**config.mk**
```make
export PLATFORM = sky130hd
export DESIGN_NAME = stable_priority_queue
export DESIGN_NICKNAME = d
export VERILOG_FILES = /design/src/spq_pkg.sv /design/src/spq_cell.sv /design/src/stable_priority_queue.sv
export SDC_FILE = /design/constraint.sdc
export NUM_CORES = 1
export LEC_CHECK = 0
export BUFFER_PORTS_ARGS = -buffer_cell sky130_fd_sc_hd__buf_2
export CORE_MARGIN = 1.5
export CORE_UTILIZATION = 47
export DETAILED_ROUTE_END_ITERATION = 8
export PLACE_DENSITY_LB_ADDON = 0.2
export SLEW_MARGIN = 0
export SYNTH_ARGS = -nofsm -noshare
export SYNTH_HDL_FRONTEND = slang
export SYNTH_SLANG_ARGS = --single-unit
```
**constraint.sdc**
```tcl
create_clock -name clk -period 6.05 [get_ports clk]
set_clock_uncertainty 0.05 [all_clocks]
set_input_delay 0.3025 -clock clk [delete_from_list [all_inputs] [get_ports clk]]
set_output_delay 0.3025 -clock clk [all_outputs]
set_load 0.05 [all_outputs]
```
**src/spq_pkg.sv**
```systemverilog
`timescale 1ns / 1ps

package spq_pkg;

  localparam logic KIND_INSERT = 1'b0;
  localparam logic KIND_REMOVE = 1'b1;

  localparam int STATUS_BITS = 2;

  typedef enum logic [STATUS_BITS-1:0] {
    ST_OK    = 2'd0,
    ST_EMPTY = 2'd1,
    ST_FULL  = 2'd2
  } status_t;

  typedef struct packed {
    logic ins;
    logic rem;
  } cell_ctrl_t;

endpackage

```
**src/spq_cell.sv**
```systemverilog
`timescale 1ns / 1ps

module spq_cell #(
  parameter int PRIO_BITS = 8,
  parameter int TAG_BITS  = 16
) (
  input  logic                   clk,
  input  spq_pkg::cell_ctrl_t    ctrl,
  input  logic                   occ,
  input  logic [PRIO_BITS-1:0]   new_prio,
  input  logic [TAG_BITS-1:0]    new_tag,
  input  logic [PRIO_BITS-1:0]   left_prio,
  input  logic [TAG_BITS-1:0]    left_tag,
  input  logic                   left_gt,
  input  logic                   left_take,
  input  logic [PRIO_BITS-1:0]   right_prio,
  input  logic [TAG_BITS-1:0]    right_tag,
  output logic                   gt,
  output logic                   take,
  output logic [PRIO_BITS-1:0]   prio,
  output logic [TAG_BITS-1:0]    tag
);

  logic [PRIO_BITS-1:0] prio_r, prio_nxt;
  logic [TAG_BITS-1:0]  tag_r, tag_nxt;

  // held entry is pushed right when its priority is strictly greater
  assign gt   = occ && (prio_r > new_prio);
  assign take = !occ || gt;
  assign prio = prio_r;
  assign tag  = tag_r;

  always_comb begin
    prio_nxt = prio_r;
    tag_nxt  = tag_r;
    if (ctrl.ins) begin
      if (left_gt) begin
        prio_nxt = left_prio;
        tag_nxt  = left_tag;
      end else if (take && !left_take) begin
        prio_nxt = new_prio;
        tag_nxt  = new_tag;
      end
    end else if (ctrl.rem) begin
      prio_nxt = right_prio;
      tag_nxt  = right_tag;
    end
  end

  always_ff @(posedge clk) begin
    prio_r <= prio_nxt;
    tag_r  <= tag_nxt;
  end

endmodule

```
**src/stable_priority_queue.sv**
```systemverilog
`timescale 1ns / 1ps
// an accepted item's result is registered and shown on out_tvalid in the cycle after it is taken
// throughput: one item per cycle while results are taken; the row of cells
// compares all held entries against the new one and shifts them as the item is accepted
// reset: clears the fill count and the output valid; entry contents stay
// undefined and are never read beyond the fill count

module stable_priority_queue #(
  parameter int DEPTH     = 16,
  parameter int PRIO_BITS = 8,
  parameter int TAG_BITS  = 16
) (
  input  logic                                   clk,
  input  logic                                   rst_n,
  input  logic                                   in_tvalid,
  output logic                                   in_tready,
  input  logic [((PRIO_BITS+TAG_BITS+7)/8)*8-1:0] in_tdata,  // prio, tag
  input  logic                                   in_tuser,  // kind
  output logic                                   out_tvalid,
  input  logic                                   out_tready,
  // status, served_tag, served_prio, occupancy
  output logic [((spq_pkg::STATUS_BITS+TAG_BITS+PRIO_BITS+$clog2(DEPTH+1)+7)/8)*8-1:0]
                                                 out_tdata,
  output logic                                   out_tuser  // served_valid
);

  localparam int CW    = $clog2(DEPTH + 1);
  localparam int RES_W = spq_pkg::STATUS_BITS + TAG_BITS + PRIO_BITS + CW;
  localparam int OUT_W = ((RES_W + 7) / 8) * 8;

  logic [PRIO_BITS-1:0] new_prio;
  logic [TAG_BITS-1:0]  new_tag;
  logic                 accept, full, empty;
  spq_pkg::cell_ctrl_t  ctrl;

  logic [CW-1:0] count_r, count_nxt;
  logic          out_valid_r;

  spq_pkg::status_t     status_r, status_nxt;
  logic                 served_valid_r, served_valid_nxt;
  logic [TAG_BITS-1:0]  served_tag_r, served_tag_nxt;
  logic [PRIO_BITS-1:0] served_prio_r, served_prio_nxt;

  logic [DEPTH-1:0]     occ, gt, take;
  logic [PRIO_BITS-1:0] cell_prio [DEPTH];
  logic [TAG_BITS-1:0]  cell_tag  [DEPTH];

  assign new_prio  = in_tdata[PRIO_BITS-1:0];
  assign new_tag   = in_tdata[PRIO_BITS+TAG_BITS-1:PRIO_BITS];
  assign in_tready = !out_valid_r || out_tready;
  assign accept    = in_tvalid && in_tready;
  assign full      = (count_r == CW'(DEPTH));
  assign empty     = (count_r == '0);

  assign ctrl.ins = accept && (in_tuser == spq_pkg::KIND_INSERT) && !full;
  assign ctrl.rem = accept && (in_tuser == spq_pkg::KIND_REMOVE) && !empty;

  genvar i;
  generate
    for (i = 0; i < DEPTH; i++) begin : g_cell
      logic                 l_gt, l_take;
      logic [PRIO_BITS-1:0] l_prio, r_prio;
      logic [TAG_BITS-1:0]  l_tag, r_tag;

      assign occ[i] = (count_r > CW'(i));

      if (i == 0) begin : g_first
        assign l_gt   = 1'b0;
        assign l_take = 1'b0;
        assign l_prio = new_prio;
        assign l_tag  = new_tag;
      end else begin : g_mid
        assign l_gt   = gt[i-1];
        assign l_take = take[i-1];
        assign l_prio = cell_prio[i-1];
        assign l_tag  = cell_tag[i-1];
      end

      if (i == DEPTH - 1) begin : g_last
        assign r_prio = cell_prio[i];
        assign r_tag  = cell_tag[i];
      end else begin : g_inner
        assign r_prio = cell_prio[i+1];
        assign r_tag  = cell_tag[i+1];
      end

      spq_cell #(
        .PRIO_BITS(PRIO_BITS),
        .TAG_BITS (TAG_BITS)
      ) u_cell (
        .clk       (clk),
        .ctrl      (ctrl),
        .occ       (occ[i]),
        .new_prio  (new_prio),
        .new_tag   (new_tag),
        .left_prio (l_prio),
        .left_tag  (l_tag),
        .left_gt   (l_gt),
        .left_take (l_take),
        .right_prio(r_prio),
        .right_tag (r_tag),
        .gt        (gt[i]),
        .take      (take[i]),
        .prio      (cell_prio[i]),
        .tag       (cell_tag[i])
      );
    end
  endgenerate

  always_comb begin
    count_nxt        = count_r;
    status_nxt       = spq_pkg::ST_OK;
    served_valid_nxt = 1'b0;
    served_tag_nxt   = '0;
    served_prio_nxt  = '0;
    if (in_tuser == spq_pkg::KIND_INSERT) begin
      if (full) begin
        status_nxt = spq_pkg::ST_FULL;
      end else begin
        count_nxt = count_r + CW'(1);
      end
    end else begin
      if (empty) begin
        status_nxt = spq_pkg::ST_EMPTY;
      end else begin
        count_nxt        = count_r - CW'(1);
        served_valid_nxt = 1'b1;
        served_tag_nxt   = cell_tag[0];
        served_prio_nxt  = cell_prio[0];
      end
    end
  end

  always_ff @(posedge clk) begin
    if (!rst_n) begin
      count_r     <= '0;
      out_valid_r <= 1'b0;
    end else begin
      if (accept) begin
        count_r     <= count_nxt;
        out_valid_r <= 1'b1;
      end else if (out_tready) begin
        out_valid_r <= 1'b0;
      end
    end
  end

  always_ff @(posedge clk) begin
    if (accept) begin
      status_r       <= status_nxt;
      served_valid_r <= served_valid_nxt;
      served_tag_r   <= served_tag_nxt;
      served_prio_r  <= served_prio_nxt;
    end
  end

  assign out_tvalid = out_valid_r;
  assign out_tuser  = served_valid_r;
  assign out_tdata  = OUT_W'({count_r, served_prio_r, served_tag_r, status_r});

endmodule
```
# Yosys cells after proc, flatten, opt, wreduce, memory -nomap -nowiden
# Cells that the tools add are included.
totals:
  regBits: 417
  in_bits: 29
  output_inout_bits: 35
  word_cells: 331
op_classes:
  bitwise: 1
  magnitude_cmp: 32
  n_reduce_logical: 109
  addsub: 2
  muxes: 131
  n_eq_ne: 18
op_table:
  columns: ["operator", "n"]
  rows:
  - ["$mux 16", 61]
  - ["$mux 8", 61]
  - ["$gt 8x8->1", 16]
  - ["$ne 3x1->1 const B", 14]
  - ["$gt 5x4->1 const B", 8]
  - ["$logic_and 1x1->1", 36]
  - ["$logic_not 1->1", 34]
  - ["$reduce_and 2->1", 16]
  - ["$gt 5x3->1 const B", 4]
  - ["$logic_or 1x1->1", 17]
  - ["$mux 5", 3]
  - ["$gt 5x1->1 const B", 2]
  - ["$gt 5x2->1 const B", 2]
  - ["$reduce_bool 2->1", 3]
  - ["$add 5x1->5 const B", 1]
  - ["$eq 5x5->1 const B", 1]
  - ["$logic_not 5->1", 1]
  - ["$sub 5x1->5 const B", 1]
  - ["$mux 1", 4]
  - ["$mux 2", 2]
  - ["$ne 2x2->1 const B", 2]
  - ["$reduce_and 3->1", 1]
  - ["$ne 2x1->1 const B", 1]
  - ["$reduce_or 2->1", 1]
  - ["$not 1->1", 1]

# Depth between registers and ports, before layout
# Gate-level depths: netlist of the first run.
logic_depth:
  depth_word: 8
  mapped_depth: 11
  depth_no_buf: 8

# Cells and area by module
# From an unflattened synthesis of the first run, not the netlist that was laid out.
unflattened:
  hier_cells: 2480
  area_unflattened_um2: 26007.4
by_module_without_submodules:
  columns: ["module", "seq_area_each_um2", "instances", "area_per_inst_um2", "cells_per_inst"]
  rows:
  - ["spq_cell", 720.7, 16, 1525.2, 146]
  - ["stable_priority_queue", 930.9, 1, 1604.0, 144]

# Least setup slack after synthesis of the first run
# OpenSTA, ideal clock, no wires.
synth_path:
  path_kind: "register to register"
  start: "register out_valid_r, in the netlist out_tvalid"
  end: "register g_cell[14].u_cell.prio_r[0], enable pin"
  t_required_ns: 5.555
  path_slack_ns: 1.203
  stages_incl_launch_ff: 10
  t_arrival_ns: 4.352
  path_buffers: 3
  setup_time_ns: 0.445
  synth_period_minus_slack_ns: 4.847
  path_cell_list: "dfxtp_1 nand2b_1 nand2_2 inv_1 nand2_2 buf_4 buf_6 buf_6 nor2_1 a221oi_1"
synth_between:
  elab_chain_len: 7
  word_cells_on_any_way: 10
  cone_classes: "eq/ne (1); reduce/logical (9)"
synth_lines:
  columns: ["element", "line_no", "text"]
  rows:
  - ["from (decl)", "stable_priority_queue.sv:37", "logic out_valid_r;"]
  - ["from (signal assigned)", "stable_priority_queue.sv:137", "out_valid_r <= 1'b0;"]
  - ["from (signal assigned)", "stable_priority_queue.sv:141", "out_valid_r <= 1'b1;"]
  - ["from (signal assigned)", "stable_priority_queue.sv:143", "out_valid_r <= 1'b0;"]
  - ["$logic_not 1->1 (*)", "stable_priority_queue.sv:50", "assign in_tready = !out_valid_r || out_tready;"]
  - ["$logic_or 1x1->1 (*)", "stable_priority_queue.sv:50", null]
  - ["named net in_tready", "stable_priority_queue.sv:16", "output logic in_tready,"]
  - ["$logic_and 1x1->1 (*)", "stable_priority_queue.sv:51", "assign accept = in_tvalid && in_tready;"]
  - ["named net accept", "stable_priority_queue.sv:33", "logic accept, full, empty;"]
  - ["$logic_and 1x1->1 (on tied branches) (2 in a row)", "stable_priority_queue.sv:55, stable_priority_queue.sv:56", null]
  - ["$ne 3x1->1 (no source line) or $reduce_bool 2->1 (tied branches)", null, null]
  - ["$reduce_and 2->1 (no source line) (*)", null, null]
  - ["to (signal assigned)", "spq_cell.sv:51", "prio_r <= prio_nxt;"]
  - ["to (decl)", "spq_cell.sv:24", "logic [PRIO_BITS-1:0] prio_r, prio_nxt;"]
# Mark *: on every way through the listed nets, which the timed path passes. The rest lies on a longest branch.
# A chain may end at the register's enable or synchronous reset.

# Worst setup path after layout of the first run
layout_path:
  start: "register count_r[1]"
  end: "register g_cell[8].u_cell.tag_r[8], enable pin"
layout_between:
  elab_chain_len: 7
  word_cells_on_any_way: 19
  cone_classes: "order compare (2); eq/ne (2); reduce/logical (15)"
layout_lines:
  columns: ["element", "line_no", "text"]
  rows:
  - ["from (decl)", "stable_priority_queue.sv:36", "logic [CW-1:0] count_r, count_nxt;"]
  - ["from (signal assigned)", "stable_priority_queue.sv:140", "count_r <= count_nxt;"]
  - ["$gt 5x3->1", "stable_priority_queue.sv:65", "assign occ[i] = (count_r > CW'(i));"]
  - ["$logic_not 1->1 or $logic_and 1x1->1 (tied branches)", "spq_cell.sv:29, spq_cell.sv:28", null]
  - ["$logic_or 1x1->1", "spq_cell.sv:29", "assign take = !occ || gt;"]
  - ["$logic_not 1->1", "spq_cell.sv:40", "end else if (take && !left_take) begin"]
  - ["$logic_and 1x1->1", "spq_cell.sv:40", null]
  - ["$ne 3x1->1 (no source line)", null, null]
  - ["$reduce_and 2->1 (no source line) (*)", null, null]
  - ["to (signal assigned)", "spq_cell.sv:52", "tag_r <= tag_nxt;"]
  - ["to (decl)", "spq_cell.sv:25", "logic [TAG_BITS-1:0] tag_r, tag_nxt;"]
# Every way passes the cells marked *; elsewhere a longest branch is shown, timed or not.

==> results of run 1 <==
-- how the worst min path moves through the flow --
stage / start / to / depth (start not counted)
floorplan: rst_n / count_r[4]$_SDFFE_PN0P_ / 2
global placement: g_cell[15].u_cell.tag[10]$_DFFE_PP_ / g_cell[14].u_cell.tag[10]$_DFFE_PP_ / 2
detailed placement: g_cell[15].u_cell.tag[15]$_DFFE_PP_ / g_cell[14].u_cell.tag[15]$_DFFE_PP_ / 2
CTS: in_tdata[4] / g_cell[15].u_cell.prio[4]$_DFFE_PP_ / 2
global route: in_tdata[4] / g_cell[15].u_cell.prio[4]$_DFFE_PP_ / 2
finish: in_tdata[4] / g_cell[15].u_cell.prio[4]$_DFFE_PP_ / 2
-- logic make-up after synthesis --
logic type      Yosys count  share of synthesized area
xor+xnor                  4                    0.00146
simple gates            755                      0.142
flops                   417                      0.520
buf+inv                 204                     0.0501
compound gates          500                      0.141
other cells               1                   0.000157
fa+ha+maj               134                     0.0700
mux                     175                     0.0745
-- flip-flops by register name, summed over array words and instances, names as in the netlist --
register,count
served_tag_r,16
served_prio_r,8
status_r,2
g_cell.u_cell.prio,128
out_tuser,1
count_r,5
out_tvalid,1
g_cell.u_cell.tag,256
-- final cells by class --
class                      count  area share
sequential                   417       0.479
multi-input combinational   1569       0.405
inverter                      32     0.00471
tap                          672      0.0323
clock buffer                  65      0.0486
timing repair buffer          97      0.0233
clock inverter                21     0.00716
-- per-layer routing --
metal	routed length [um]	vias up
li1	-	8195
met1	25900	8678
met2	31300	401
met3	2510	114
met4	1930	2
met5	9	-
-- power groups by stage --
stage / sequential (mW) / clock (mW) / combinational [mW]
after floorplan: 3.88 / 0 / 1.24
after detailed placement: 3.88 / 0 / 1.71
final: 3.82 / 2.77 / 1.72
after global placement: 3.88 / 0 / 1.66
after CTS: 3.83 / 2.82 / 1.72
after global routing: 3.86 / 2.92 / 1.90
-- placed cells by master (no fill, tap or decap), drive strengths merged, types with 44 or more instances in the layout --
master  count
mux2i     150
ha        134
nand2     413
nor2       44
clkbuf     65
buf        94
o21ai     155
edfxtp    411
o211ai    195
a21oi      87
nand3     204
==> impl_metrics.env, run 1 <==
export IMPL_die_h_um=229
export IMPL_grt_total_usage=0.232
export IMPL_arrival_ns=3.99
export IMPL_io_pins=64
export IMPL_drc=0
export IMPL_first_pass_iters=8
export IMPL_yosys_most_used_dff="edfxtp_1"
export IMPL_rsz0062_at_grt="false"
export IMPL_worstSetupEndpoint="g_cell[8].u_cell.tag[8]$_DFFE_PP_"
export IMPL_layoutNonFillerInstCount=2873
export IMPL_gr_max_usage_layer="met2"
export IMPL_yosysTopAreaCellShare=0.515
export IMPL_wl_um=61600
export IMPL_initial_utilization=0.477
export IMPL_grt_pass1_wl_um=97700
export IMPL_slowest_stage="or4b_1"
export IMPL_dieArea_mm2=0.0523
export IMPL_max_stage_delay_ns=0.82
export IMPL_fin_crit_sh=0.625
export IMPL_ys_types=68
export IMPL_worst_pin_slew_ns=1.18
export IMPL_register_area_mm2=0.0125
export IMPL_clock_power_share=0.333
export IMPL_pwr_density_cell_mw_per_mm2=319
export IMPL_setup_tns_ns=0
export IMPL_port_buffer_count=62
export IMPL_synth_warnings=0
export IMPL_cts_tree="yes"
export IMPL_hpwlAfterDp_um=43200
export IMPL_cts_repair_resized=0
export IMPL_drv_cap=0
export IMPL_synthTopCellsByCount="411 x edfxtp_1, 400 x nand2_1, 203 x nand3_1, 174 x o211ai_1, 150 x mux2i_1"
export IMPL_place_inst=2784
export IMPL_path_depth=8
export IMPL_grt_start_max_net_pins=258
export IMPL_clock_sinks=417
export IMPL_leakage_nw=10.0
export IMPL_cp_start_kind="register"
export IMPL_setup_violations=0
export IMPL_cp_end_kind="register"
export IMPL_reg2reg_depth=8
export IMPL_crit_chain="inv_1 -> ha_1 -> or4b_1 -> nand2_4 -> a21oi_2 -> o21ai_0 -> a41oi_2 -> buf_4"
export IMPL_cp_num_buf_inv=2
export IMPL_timing_hold_violations_final=0
export IMPL_ys_seq_area_frac=0.520
export IMPL_crit_path_max_fanout=26
export IMPL_layout_drive_gt1_share=0.120
export IMPL_antenna_left=0
export IMPL_yosys_top_cells_area="edfxtp_1 52%, ha_1 7.0%, mux2i_1 6.3%"
export IMPL_whs_ns=0.131
export IMPL_max_freq_mhz=265
export IMPL_cts_buffers=48
export IMPL_worstReg2RegStart="count_r[1]$_SDFFE_PN0P_"
export IMPL_syn_num_nets=2353
export IMPL_timing_final_ws_setup_ns=2.27
export IMPL_path_clk_slew_ns=0.06
export IMPL_hp_class="in -> reg"
export IMPL_nFillCells=4461
export IMPL_synth_edff_count=411
export IMPL_r2r_setup_slack_ns=2.27
export IMPL_synth_area_mm2=0.0239
export IMPL_nets=2328
export IMPL_combPwrFrac=0.207
export IMPL_power_mw=8.31
export IMPL_routedWlPerCell_um=21.4
export IMPL_internal_power_mw=5.73
export IMPL_place_area_mm2=0.0246
export IMPL_grt_pass1_vias=18128
export IMPL_postCtsSetupBuffers=0
export IMPL_seqPwrFrac=0.460
export IMPL_ctsHoldBuffers=3
export IMPL_worstSetupPathType="reg -> reg"
export IMPL_multi_input_area_mm2=0.0106
export IMPL_clk_latency_ns=0.60
export IMPL_root_buffer="clkbuf_16"
export IMPL_avgSynthCellArea_um2=10.9
export IMPL_syn_inst=2190
export IMPL_period_needed_ns=3.78
export IMPL_power_switching_mw=2.58
export IMPL_met2_usage=0.407
export IMPL_grt_util_met1=0.290
export IMPL_met3_usage=0.0347
export IMPL_ir_drop_mv=0.220
export IMPL_crit_path_start="count_r[1]$_SDFFE_PN0P_"
export IMPL_slew_viol_final=0
export IMPL_dr_total_vias=17390
export IMPL_postLayoutCoreUtil=0.519
export IMPL_yosysTopAreaCell="edfxtp_1"
export IMPL_design_area_mm2=0.0260
export IMPL_crit_family="compound AO/OA/AOI/OAI gates"
export IMPL_detail_route_iter0_violations=1630
export IMPL_viasPerCell=6.05
export IMPL_synth_seq_cells=417
export IMPL_netSwitchingFraction=0.310
export IMPL_place_ws_ns=2.34
export IMPL_slew_headroom=0.211
export IMPL_synthArstFlopShare=0
export IMPL_antenna_found_initial=1
export IMPL_die_w_um=229
export IMPL_area_growth_pct=8.70
export IMPL_core_area_mm2=0.0502
export IMPL_grt_overflow_total=0
export IMPL_place_gp_congestion=0.868
export IMPL_crit_required_ns=6.26
export IMPL_rows=82
export IMPL_htree_levels=2
export IMPL_status="finished clean"
export IMPL_diodes=0
export IMPL_yosysMostFrequentCell="edfxtp_1"
export IMPL_rr_endpoint="g_cell[8].u_cell.tag[8]$_DFFE_PP_"
export IMPL_cts_buffer_depth=3
(Power assumes the default switching activity.)
==> run 2, diff against run 1 <==
--- a/config.mk
+++ b/config.mk
@@ -5,6 +5,7 @@
 export SDC_FILE = /design/constraint.sdc
 export NUM_CORES = 1
 export LEC_CHECK = 0
+export ABC_AREA = 1
 export BUFFER_PORTS_ARGS = -buffer_cell sky130_fd_sc_hd__buf_2
 export CORE_MARGIN = 1.5
 export CORE_UTILIZATION = 47
==> constraint.sdc (replaced) <==
create_clock -name clk -period 3.4 [get_ports clk]
set_clock_uncertainty 0.05 [all_clocks]
set_input_delay 0.17 -clock clk [delete_from_list [all_inputs] [get_ports clk]]
set_output_delay 0.17 -clock clk [all_outputs]
set_load 0.05 [all_outputs]
==> run 2 against run 1 <==
Net effect: sequential power increased by 80%; total power up 100%; cell count up 37%; sequential share of layout area shrank 5.0 points; worst hold slack gained 0.040 ns; non-clock buffer count grew 78; largest cell class unchanged; register-to-register slack worse by 2.0 ns; clock power rose by 87%; maximum frequency grew 21%; utilization rose by 0.82 points; via count rose by 33%; combinational power grew to 2.7 times the previous value.
==> impl_metrics.env, run 2 <==
export IMPL_dr_total_vias=23083
export IMPL_setup_tns_ns=0
export IMPL_hp_class="in -> reg"
export IMPL_grt_overflow_total=0
export IMPL_nets=3324
export IMPL_cts_repair_resized=0
export IMPL_whs_ns=0.171
export IMPL_slew_viol_final=0
export IMPL_setup_violations=0
export IMPL_port_buffer_count=62
export IMPL_synthTopCellsByCount="664 x nand2_1, 439 x inv_1, 411 x edfxtp_1, 353 x nand4_1, 349 x nand3_1"
export IMPL_largest_reg_flops=256
export IMPL_drv_cap=0
export IMPL_cts_buffer_depth=3
export IMPL_ys_seq_area_frac=0.474
export IMPL_period_needed_ns=3.11
export IMPL_io_pins=64
export IMPL_rsz0062_at_grt="false"
export IMPL_synth_area_mm2=0.0263
export IMPL_syn_inst=3165
export IMPL_root_buffer="clkbuf_16"
export IMPL_status="finished clean"
export IMPL_yosysTopAreaCellShare=0.470
export IMPL_place_area_mm2=0.0275
export IMPL_syn_num_nets=3328
export IMPL_wl_um=84800
export IMPL_clock_sinks=417
export IMPL_synth_warnings=0
export IMPL_cts_buffers=48
export IMPL_cts_tree="yes"
export IMPL_pwr_density_cell_mw_per_mm2=574
export IMPL_antenna_found_initial=0
export IMPL_timing_hold_violations_final=0
export IMPL_grt_total_usage=0.296
export IMPL_first_pass_iters=6
export IMPL_slew_headroom=0.142
export IMPL_crit_required_ns=3.63
export IMPL_yosysTopAreaCell="edfxtp_1"
export IMPL_drc=0
export IMPL_final_common_cell="nand2_1"
export IMPL_initial_utilization=0.476
export IMPL_area_growth_pct=10.7
export IMPL_grt_pass1_wl_um=129000
export IMPL_place_gp_congestion=0.928
export IMPL_design_area_mm2=0.0291
export IMPL_yosysMostFrequentCell="nand2_1"
export IMPL_worstSetupPathType="reg -> reg"
export IMPL_hpwlAfterDp_um=58700
export IMPL_diodes=0
export IMPL_viasPerCell=5.85
export IMPL_arrival_ns=3.34
export IMPL_final_cell_mix="664 x nand2_1, 439 x inv_1, 411 x edfxtp_1, 353 x nand4_1, 349 x nand3_1"
export IMPL_dieArea_mm2=0.0573
export IMPL_clk_latency_ns=0.60
export IMPL_ys_types=39
export IMPL_path_clk_slew_ns=0.06
export IMPL_cp_start_kind="register"
export IMPL_detail_route_iter0_violations=2452
export IMPL_routedWlPerCell_um=21.5
export IMPL_max_freq_mhz=321
export IMPL_grt_start_max_net_pins=69
export IMPL_grt_pass1_vias=22467
export IMPL_yosys_most_used_dff="edfxtp_1"
export IMPL_synth_seq_cells=417
export IMPL_synthArstFlopShare=0
export IMPL_die_h_um=239
export IMPL_cp_end_kind="register"
export IMPL_fin_crit_sh=0.916
export IMPL_crit_path_max_fanout=27
export IMPL_die_w_um=239
export IMPL_core_area_mm2=0.0552
export IMPL_avgSynthCellArea_um2=8.30
export IMPL_leakage_nw=12.6
export IMPL_rows=86
export IMPL_htree_levels=2
export IMPL_yosys_top_cells_area="edfxtp_1 47%, nand2_1 9.5%, nand4_1 8.4%"
export IMPL_synth_edff_count=411
export IMPL_antenna_left=0
export IMPL_layout_drive_gt1_share=0.0895
export IMPL_worst_pin_slew_ns=1.29
export IMPL_ir_drop_mv=0.404
[run 2: cell count changes in the layout (fill, tap and decap cells not counted), sizes merged, moves of 75 or more]
cell,previous run,this run
buf,94,169
inv,33,450
mux2i,150,0
nand2,413,671
nand3,204,360
nand4,30,353
o211ai,195,0
o21ai,155,334
[run 2: final cells by class]
| type | count | area, um2 |
|---|---|---|
| repair buffers | 175 | 1300 |
| inverters | 455 | 1730 |
| clock inverters | 21 | 226 |
| multi-input cells | 2064 | 11200 |
| clock buffers | 63 | 1280 |
| well taps | 748 | 936 |
| flip-flops and latches | 417 | 12500 |
| fillers | 5083 | 26100 |
[run 2: kinds of logic (layout without fill, tap and decap cells)]
logic type	Yosys count	in the layout	share of synthesized area
AND/OR/NAND/NOR	1482	1482	0.268
buffers and inverters	684	714	0.103
AO/OA/AOI/OAI	445	445	0.0893
flip-flops	417	417	0.474
adder cells (fa/ha/maj)	134	134	0.0638
XOR/XNOR	2	2	0.000667
other	1	1	0.000143
[run 2: worst max-delay path, cell delays in order (launching register included)]
cell	delay [ns]
dfxtp_1	0.48
inv_1	0.18
ha_1	0.22
inv_1	0.09
nor3_1	0.10
nor2_4	0.52
nand3_2	0.48
nand2_1	0.17
inv_1	0.07
a21oi_2	0.16
buf_4	0.26
[run 2: repair_timing]
action,CTS,global route
endpoints found under the hold margin,9,0
hold buffers,6,0
setup buffers,0,0
[run 2: metal layers]
layer | wire [um] | global-route usage | part of all wire | vias up
met2 | 41100 | 0.503 | 0.48 | 1021
met4 | 3610 | 0.129 | 0.043 | 0
met1 | 33500 | 0.369 | 0.39 | 10878
li1 | - | - | - | 10970
met5 | 0 | 0 | 0 | -
met3 | 6620 | 0.0523 | 0.078 | 214
[run 2: where the power goes]
part           switching, mW  internal, mW
sequential             0.251          6.64
clock                   2.16          3.01
combinational           3.36          1.29
total                   5.77          10.9
[run 2: through the flow]
stage           util  cells  setup slack, ns  total power, mW
5_1_grt        0.527   3943           0.0839             17.5
2_1_floorplan      -   3165           0.0340             10.1
6_report       0.527   3943            0.285             16.7
4_1_cts        0.527   3943            0.339             16.7
3_3_place_gp   0.499   3853            0.344             11.4
3_5_place_dp   0.499   3853            0.375             11.5
[run 2: worst paths after layout]
kind / start / end / slack, ns / depth (start not counted)
min: in_tdata[2] / g_cell[0].u_cell.prio[2]$_DFFE_PP_ / 0.17 / 4
max reg2reg: count_r[1]$_SDFFE_PN0P_ / g_cell[10].u_cell.tag[7]$_DFFE_PP_ / 0.29 / 10
min reg2reg: g_cell[15].u_cell.tag[9]$_DFFE_PP_ / g_cell[14].u_cell.tag[9]$_DFFE_PP_ / 0.48 / 2
max: count_r[1]$_SDFFE_PN0P_ / g_cell[10].u_cell.tag[7]$_DFFE_PP_ / 0.29 / 10
